$ cat src/hw/rtl/wcdf_pkg.sv
`timescale 1ns / 1ps
// ----------------------------------------------------------------------------
// wcdf_pkg
// Shared sizes and item types of the weight cdf builder.
// ----------------------------------------------------------------------------
package wcdf_pkg;

	localparam int MAX_ENTRIES = 64;
	localparam int WEIGHT_BITS = 32;
	localparam int FRAC_BITS   = 16;

	localparam int IDX_BITS   = (MAX_ENTRIES > 1) ? $clog2(MAX_ENTRIES) : 1;
	localparam int CNT_BITS   = $clog2(MAX_ENTRIES + 1);
	localparam int TOTAL_BITS = WEIGHT_BITS + IDX_BITS;
	localparam int QUOT_BITS  = FRAC_BITS + 1;
	localparam int STEP_BITS  = $clog2(QUOT_BITS);

	// fixed widths of the item fields
	localparam int WEIGHT_W = 32;
	localparam int CDF_W    = 17;
	localparam int INDEX_W  = 6;

	typedef struct packed {
		logic [WEIGHT_W-1:0] weight;
		logic                last_weight;
	} load_t;

	typedef struct packed {
		logic [CDF_W-1:0]   cdf_value;
		logic [INDEX_W-1:0] entry_index;
		logic               last_entry;
		logic               uniform_used;
		logic               dropped_weights;
	} result_t;

endpackage

$ cat src/hw/rtl/weight_cdf_builder_core.sv
`timescale 1ns / 1ps
// ----------------------------------------------------------------------------
// weight_cdf_builder_core
// Running prefix sums of a weight set, then a normalized cdf per entry.
// ----------------------------------------------------------------------------
// Usage:
//   A weight item is taken at a rising edge with start high and busy low.
//   While loading, busy stays low and one weight per cycle is accepted; each
//   is added to the running total and the prefix sum written to the store.
//   Weights beyond MAX_ENTRIES are dropped and reported on every result.
//   The item with last_weight set raises busy and starts the output pass.
//   For each entry the core does one store read, one divider setup and
//   QUOT_BITS (17) steps of a shared restoring divider, one quotient bit per
//   cycle. The results come out in index order, each on result for exactly
//   one cycle with strobe high; the receiver cannot stall them.
//   Busy stays high through the whole output pass of a set and drops in
//   the cycle where the final entry is on the result port.
//   Reset clears the sequencer, total, count and drop flag; the prefix
//   store has no reset and is only read at entries written for the set.
// ----------------------------------------------------------------------------
module weight_cdf_builder_core (
	input  logic              clk,
	input  logic              arst_n,
	input  logic              start,
	output logic              busy,
	input  wcdf_pkg::load_t   load,
	output logic              strobe,
	output wcdf_pkg::result_t result
);
	import wcdf_pkg::*;

	localparam logic [1:0] S_LOAD = 2'd0;
	localparam logic [1:0] S_READ = 2'd1;
	localparam logic [1:0] S_INIT = 2'd2;
	localparam logic [1:0] S_DIV  = 2'd3;

	localparam logic [STEP_BITS-1:0] LAST_STEP = STEP_BITS'(QUOT_BITS - 1);

	logic [1:0]            state_q;
	logic [TOTAL_BITS-1:0] total_q;
	logic [CNT_BITS-1:0]   count_q;
	logic                  ovf_q;
	logic                  uniform_q;
	logic [IDX_BITS-1:0]   idx_q;
	logic [STEP_BITS-1:0]  step_q;
	logic [TOTAL_BITS-1:0] rem_q;
	logic [FRAC_BITS:0]    dsh_q;
	logic [FRAC_BITS-1:0]  quot_q;
	logic [TOTAL_BITS-1:0] rd_q;

	logic [TOTAL_BITS-1:0] prefix_mem [MAX_ENTRIES];

	logic                  accept;
	logic                  has_room;
	logic [TOTAL_BITS-1:0] next_total;
	logic [TOTAL_BITS-1:0] num;
	logic [TOTAL_BITS-1:0] den;
	logic [TOTAL_BITS:0]   trial;
	logic                  ge;
	logic                  is_last;

	assign busy     = (state_q != S_LOAD);
	assign accept   = start && !busy;
	assign has_room = (count_q < CNT_BITS'(MAX_ENTRIES));
	assign next_total = total_q + TOTAL_BITS'(load.weight[WEIGHT_BITS-1:0]);

	assign num = uniform_q ? (TOTAL_BITS'(idx_q) + TOTAL_BITS'(1)) : rd_q;
	assign den = uniform_q ? TOTAL_BITS'(count_q) : total_q;

	// one restoring step: bring down the next dividend bit, try the subtract
	assign trial   = {rem_q, dsh_q[FRAC_BITS]};
	assign ge      = (trial >= {1'b0, den});
	assign is_last = ((CNT_BITS'(idx_q) + CNT_BITS'(1)) == count_q);

	always_ff @(posedge clk) begin
		if (accept && has_room) begin
			prefix_mem[count_q[IDX_BITS-1:0]] <= next_total;
		end
		rd_q <= prefix_mem[idx_q];
	end

	always_ff @(posedge clk) begin
		case (state_q)
			S_INIT: begin
				rem_q  <= num >> 1;
				dsh_q  <= {num[0], {FRAC_BITS{1'b0}}};
				quot_q <= '0;
			end
			S_DIV: begin
				rem_q  <= ge ? TOTAL_BITS'(trial - {1'b0, den}) : trial[TOTAL_BITS-1:0];
				dsh_q  <= dsh_q << 1;
				quot_q <= {quot_q[FRAC_BITS-2:0], ge};
			end
			default: begin
			end
		endcase
		if (state_q == S_DIV && step_q == LAST_STEP) begin
			result.cdf_value       <= CDF_W'({quot_q, ge});
			result.entry_index     <= INDEX_W'(idx_q);
			result.last_entry      <= is_last;
			result.uniform_used    <= uniform_q;
			result.dropped_weights <= ovf_q;
		end
	end

	always_ff @(posedge clk or negedge arst_n) begin
		if (!arst_n) begin
			state_q   <= S_LOAD;
			total_q   <= '0;
			count_q   <= '0;
			ovf_q     <= 1'b0;
			uniform_q <= 1'b0;
			idx_q     <= '0;
			step_q    <= '0;
			strobe    <= 1'b0;
		end else begin
			strobe <= 1'b0;
			case (state_q)
				S_LOAD: begin
					if (accept) begin
						if (has_room) begin
							total_q <= next_total;
							count_q <= count_q + CNT_BITS'(1);
						end else begin
							ovf_q <= 1'b1;
						end
						if (load.last_weight) begin
							uniform_q <= has_room ? (next_total == '0) : (total_q == '0);
							idx_q     <= '0;
							state_q   <= S_READ;
						end
					end
				end
				S_READ: begin
					state_q <= S_INIT;
				end
				S_INIT: begin
					step_q  <= '0;
					state_q <= S_DIV;
				end
				S_DIV: begin
					step_q <= step_q + STEP_BITS'(1);
					if (step_q == LAST_STEP) begin
						strobe <= 1'b1;
						if (is_last) begin
							total_q <= '0;
							count_q <= '0;
							ovf_q   <= 1'b0;
							state_q <= S_LOAD;
						end else begin
							idx_q   <= idx_q + IDX_BITS'(1);
							state_q <= S_READ;
						end
					end
				end
				default: begin
					state_q <= S_LOAD;
				end
			endcase
		end
	end

	// a result only follows the final divider step
	a_strobe_after_div: assert property (@(posedge clk) disable iff (!arst_n)
		strobe |-> $past(state_q) == S_DIV && $past(step_q) == LAST_STEP)
		else $error("result strobe without a finished division");

	// normalized values never exceed one
	a_cdf_range: assert property (@(posedge clk) disable iff (!arst_n)
		strobe |-> result.cdf_value <= CDF_W'(1 << FRAC_BITS))
		else $error("cdf value above one");

	// partial remainder stays below the divisor
	a_rem_bound: assert property (@(posedge clk) disable iff (!arst_n)
		state_q == S_DIV |-> rem_q < den)
		else $error("divider remainder out of range");

	a_count_bound: assert property (@(posedge clk) disable iff (!arst_n)
		count_q <= CNT_BITS'(MAX_ENTRIES))
		else $error("entry count above capacity");

	// the final entry clears the load state and frees the input
	a_last_clears: assert property (@(posedge clk) disable iff (!arst_n)
		strobe && result.last_entry |-> count_q == '0 && !busy)
		else $error("load state not cleared after final entry");

endmodule
$ cat config.mk
export PLATFORM = sky130hd
export DESIGN_NAME = weight_cdf_builder_core
export DESIGN_NICKNAME = d
export VERILOG_FILES = /design/src/hw/rtl/wcdf_pkg.sv /design/src/hw/rtl/weight_cdf_builder_core.sv
export SDC_FILE = /design/constraint.sdc
export NUM_CORES = 2
export LEC_CHECK = 0
export BUFFER_PORTS_ARGS = -buffer_cell sky130_fd_sc_hd__buf_4
export CORE_UTILIZATION = 50
export DETAILED_ROUTE_END_ITERATION = 16
export PLACE_DENSITY_LB_ADDON = 0.3
export SYNTH_ARGS = -nofsm -noshare
export SYNTH_HDL_FRONTEND = slang
export SYNTH_SLANG_ARGS = --single-unit
$ cat constraint.sdc
create_clock -name clk -period 11.45 [get_ports clk]
set_input_delay 2.29 -clock clk [delete_from_list [all_inputs] [get_ports clk]]
set_output_delay 2.29 -clock clk [all_outputs]
set_load 0.005 [all_outputs]
=== Yosys cells after proc, flatten, opt, wreduce, memory -nomap -nowiden ===
Memory sizes are Yosys's and may differ from the RTL's. A register that Yosys moved wholly into a read port is not among the register bits.
Index checks and enable logic that the tools add are counted.

* Add/subtract/negate cells: 7
* Reduce and logical (&&, ||, !) cells: 15
* $lt $le $gt $ge: 2
* Equal/unequal tests: 12
* Mux-type cells: 37

{| class="wikitable"
|+ Operators with widths
! operator !! number
|-
| 38-bit 2-to-1 mux || 7
|-
| 38-bit one-hot mux with 2 select lines || 2
|-
| 38-bit logical NOT || 2
|-
| 39-bit by 38-bit >= comparator with 1-bit output || 1
|-
| 38-bit by 32-bit adder with 38-bit output || 1
|-
| 38-bit subtractor || 1
|-
| 17-bit one-hot mux with 2 select lines || 1
|-
| 16-bit one-hot mux with 2 select lines || 1
|-
| 7-bit 2-to-1 mux || 4
|-
| 6-bit 2-to-1 mux || 4
|-
| 5-bit AND reduction || 3
|-
| 6-bit by 1-bit adder with 7-bit output (second input constant) || 2
|-
| 7-bit one-hot mux with 2 select lines || 1
|-
| 2-bit inequality test (second input constant) || 6
|-
| 6-bit one-hot mux with 2 select lines || 1
|-
| 1-bit 2-to-1 mux || 10
|-
| 5-bit one-hot mux with 2 select lines || 1
|-
| 2-bit one-hot mux with 4 select lines || 1
|-
| 7-bit by 1-bit adder with 7-bit output (second input constant) || 1
|-
| 7-bit equality test || 1
|-
| 7-bit less-than comparator (second input constant) || 1
|-
| 6-bit by 1-bit adder with 6-bit output (second input constant) || 1
|-
| 2-bit 2-to-1 mux || 3
|-
| 3-bit AND reduction || 2
|-
| other kinds (10) || 15
|}

* Flip-flop bits (word level): 158
* RAM bits: 2,432
* Memories: 1

{| class="wikitable"
|+ Memories
! name !! depth !! bits a word !! rd ports !! clocked after Yosys merged registers in !! wr ports !! line !! source
|-
| prefix_mem || 64 || 38 || 1 || 1 || 1 || weight_cdf_builder_core.sv:51 || <nowiki>logic [TOTAL_BITS-1:0] prefix_mem [MAX_ENTRIES];</nowiki>
|}

=== Depth between registers and ports, before layout ===
* Depth after elaboration: 6
* Depth in mapped cells: 20
* Mapped depth without buffers: 15

=== Least setup slack after synthesis ===
OpenSTA, ideal clock, no wires.

* Kind: input -> register
* Start point: input load[7] (netlist name)
* End point: register uniform_q
* Stages on the path: 13
* Setup time: 0.223 ns
* Path slack: 4.714 ns
* Required time: 11.227 ns
* Arrival time: 6.513 ns
* Cell sequence: ha_1 buf_4 a21oi_1 nand3_1 or3_1 a31oi_1 o21ai_2 a2111oi_4 a21oi_1 xor2_1 and2b_1 nand4_1 o31ai_2

* Longest elaborated chain between the ends: 3

{| class="wikitable"
|+ RTL lines
! what !! line !! source
|-
| start: declaration || weight_cdf_builder_core.sv:26 || <nowiki>input wcdf_pkg::load_t load,</nowiki>
|-
| 38-bit by 32-bit adder with 38-bit output || weight_cdf_builder_core.sv:65 || <nowiki>assign next_total = total_q + TOTAL_BITS'(load.weight[WEIGHT_BITS-1:0]);</nowiki>
|-
| via next_total[33] || weight_cdf_builder_core.sv:55 || <nowiki>logic [TOTAL_BITS-1:0] next_total;</nowiki>
|-
| 38-bit logical NOT || weight_cdf_builder_core.sv:128 || <nowiki>uniform_q <= has_room ? (next_total == '0) : (total_q == '0);</nowiki>
|-
| 1-bit 2-to-1 mux || weight_cdf_builder_core.sv:128 ||
|-
| end signal: assignment || weight_cdf_builder_core.sv:128 ||
|-
| end: declaration || weight_cdf_builder_core.sv:43 || <nowiki>logic uniform_q;</nowiki>
|}

The timed path passes the listed nets, and every way through them passes these cells.
A chain may end at the register's enable or synchronous reset.

=== Final worst setup path ===
* Start point: input load[13] (netlist name)
* End point: register uniform_q

Same word-level chain as after synthesis.

==> results by group <==
Yosys
  – Dominant cells by area after synthesis: edfxtp_1 73%, mux4_2 17%, dfrtp_1 1.5%
  – Post-Syn Area per Cell: 21.7 um2
  – Register area share after synthesis: 0.752
  – Share of the synthesized area in the top cell type: 0.730
  – Ys flop type: edfxtp_1
  – Leading area contributor after synthesis: edfxtp_1
  – Syn_nets: 4881
  – Number of synthesized flops with an enable pin: 2513
  – Seq cells post-synth: 2612
  – Unique cell type count in the Yosys netlist: 80
  – Asr flop ratio synth: 0.0234
  – Synth Instances: 4765
  – YS warnings: 0
  – Synthesized cell area: 103000 um2

Setup path
  – CP arrival: 6.73 ns
  – Crit path required time: 12.25 ns
  – CP Capture Type: flop
  – Max FO, Critical Path: 65
  – WS Path Type: primary input to flop
  – R2R depth: 16
  – Worst Setup Start Kind: primary input

Clock tree
  – Htree depth: 4
  – PostCTS Resize Cnt: 0
  – Clock Root Buffer: clkbuf_16
  – Insertion delay to the later sink of the worst-skew pair: 0.90 ns
  – TritonCTS Buffers: 239
  – Longest Clk Path Bufs: 3
  – Clock-pin slew on the worst setup and hold paths: 0.06 ns
  – Clock sink total: 2612
  – CTS tree: built
  – # Post-CTS Setup Buffers: 0
  – Hold-fix buffers at CTS: 0

Finish
  – Layout cell share with drive strength beyond 1: 0.284
  – Filler instances: 14600
  – Final instance area: 116000 um2
  – FF+latch area: 77800 um2
  – Fin cells: 7863
  – Syn-to-layout area delta: 12.3%
  – Nets: 5084
  – Multi-input gate area: 25300 um2

Die
  – IO Count: 64
  – DIE WIDTH: 457 um
  – Vert. Die Dim: 457 um
  – Starting density of the core: 0.504
  – Cell Rows: 166
  – Die ar.: 209000 um2
  – Core Footprint: 205000 um2

Drt
  – Wire per inst: 33.6 um
  – DRT Pass-1 Iters: 6
  – Vias per std cell: 6.52
  – DRC viols: 0
  – Detail Route Antenna Nets: 0
  – Total Wirelength: 264000 um
  – Starting DRC count in detailed routing: 6851
  – DR vias: 51300

Job
  – Max-capacitance violation count: 0

Power and ir drop
  – Power per cell area: 264 nW/um2
  – Max VDD drop: 0.244 mV
  – Static leakage: 35.9 nW

GRT
  – Total Routing Usage GR: 0.254
  – Largest net degree at the start of global routing: 130
  – Initial antenna violation count: 12
  – Total grt overflow: 0
  – Vias in the first global route: 50300
  – First-pass GRT wire length: 375000 um

Run status
  – Status: completed

Place
  – Hpwl dp: 141000 um
  – Routability cong.: 0.896
  – Pre-CTS setup slack: 4.58 ns
  – Cell total after placement: 7415
  – Placed cell areas: 108000 um2
  – Port buffer count: 63

Timing
  – Measured slew at the worst slew-check pin: 1.20 ns
  – Crit share post-route: 0.518
  – Final setup violation count: 0
  – Skew final: 0.0458 ns
  – Slew HR: 0.199
  – Final Hold Vio Count: 0
  – Final Slew Violations: 0
  – Final worst slack: 5.52 ns
  – Setup_tns: 0 ns
  – Min Tclk post-route: 5.93 ns
  – Fmax: 0.169 GHz
  – RSZ-0062 raised after global routing: no

Worst hold path
  – Hold depth: 0
  – Worst Hold Class: flop to flop
-- area by class of cell --
cell class                 count  area share
clock buffer                 298      0.0539
multi-input combinational   1856       0.218
tap                         2688      0.0290
sequential                  2612       0.670
clock inverter               146      0.0137
inverter                      51     0.00165
timing repair buffer         208      0.0140
antenna                        4   0.0000862
-- per-stage QoR --
| stage | power [mW] | util | hold WS, ns |
|---|---|---|---|
| floorplan | 19.8 | - | 0.400 |
| finish | 30.6 | 0.566 | 0.444 |
| global route | 31.8 | 0.566 | 0.450 |
| global placement | 22.6 | 0.528 | 0.423 |
| CTS | 30.7 | 0.566 | 0.445 |
| detailed placement | 22.8 | 0.528 | 0.430 |
-- layout by cell type, fill, tap and decap left out, drive strengths merged, types with 10 or more instances in the layout --
cell type / count
a31oi: 18
nor4: 14
xnor2: 44
ha: 78
clkbuf: 298
edfxtp: 2513
buf: 208
a21oi: 107
a22o: 20
o21ai: 118
nor2: 137
and3: 10
xor2: 34
dfrtp: 61
nand3: 37
bufinv: 24
inv: 56
mux2: 16
nor3: 16
o21bai: 23
a21o: 42
mux4: 784
nand2: 185
nor2b: 12
o211ai: 11
clkinv: 111
o31ai: 18
mux2i: 22
dfxtp: 38
nand4: 17
and2: 20
-- cell usage after synthesis, types with 44 or more instances --
master	instances
ha_1	78
nand2_1	185
mux4_2	784
dfrtp_1	61
inv_1	48
a21oi_1	104
xnor2_1	44
edfxtp_1	2513
nor2_1	137
buf_1	65
o21ai_0	97
clkbuf_1	167
-- report_power, final --
part	total, mW	internal, mW	switching (mW)	leakage (nW)
Sequential	13.6	13.3	0.388	23.7
Clock	7.95	4.43	3.52	3.80
Combinational	9.01	3.27	5.74	8.44
Total	30.6	21.0	9.64	35.9
-- per-layer routing --
layer,vias to the layer above,global-route usage,share of wire,routed length (um)
li1,20400,-,-,-
met1,27800,0.364,0.39,104000
met2,2722,0.403,0.48,128000
met3,367,0.0530,0.099,26000
met4,4,0.0638,0.023,5940
met5,-,0,0.000095,25
-- worst paths after layout --
kind,startpoint,endpoint,slack [ns]
max in group asynchronous,arst_n,idx_q[0],9.19
worst min register to register,quot_q[1],result[11],0.44
worst max register to register,uniform_q,rem_q[36],6.22
worst min-delay path,quot_q[1],result[11],0.44
min in group asynchronous,arst_n,strobe,1.54
worst max-delay path,load[13],uniform_q,5.52
-- worst max-delay path: stages --
cell	delay (ns)
buf_4	0.14
ha_1	0.38
a21oi_1	0.49
o211ai_1	0.16
or3_1	0.45
a31oi_1	0.39
xnor2_1	0.20
inv_1	0.07
buf_4	0.30
or4b_1	0.67
nor4_1	0.60
and4b_1	0.28
nand4_1	0.11
o31ai_2	0.19
-- logic make-up after synthesis --
kind of cell / after synthesis / share of synthesized area
XOR/XNOR: 78 / 0.00668
AO/OA/AOI/OAI: 398 / 0.0246
buffers and inverters: 297 / 0.0111
adder cells (fa/ha/maj): 80 / 0.00983
flip-flops: 2612 / 0.752
AND/OR/NAND/NOR: 478 / 0.0210
multiplexers: 822 / 0.175
-- registers in the layout, summed over array words and instances (netlist names), 2 cells and up --
name / flops
quot_q: 16
count_q: 7
result: 26
total_q: 38
prefix_mem: 2432
step_q: 5
idx_q: 6
state_q: 2
rd_q: 38
rem_q: 38
Note: power is estimated with default switching activity, not from simulation.
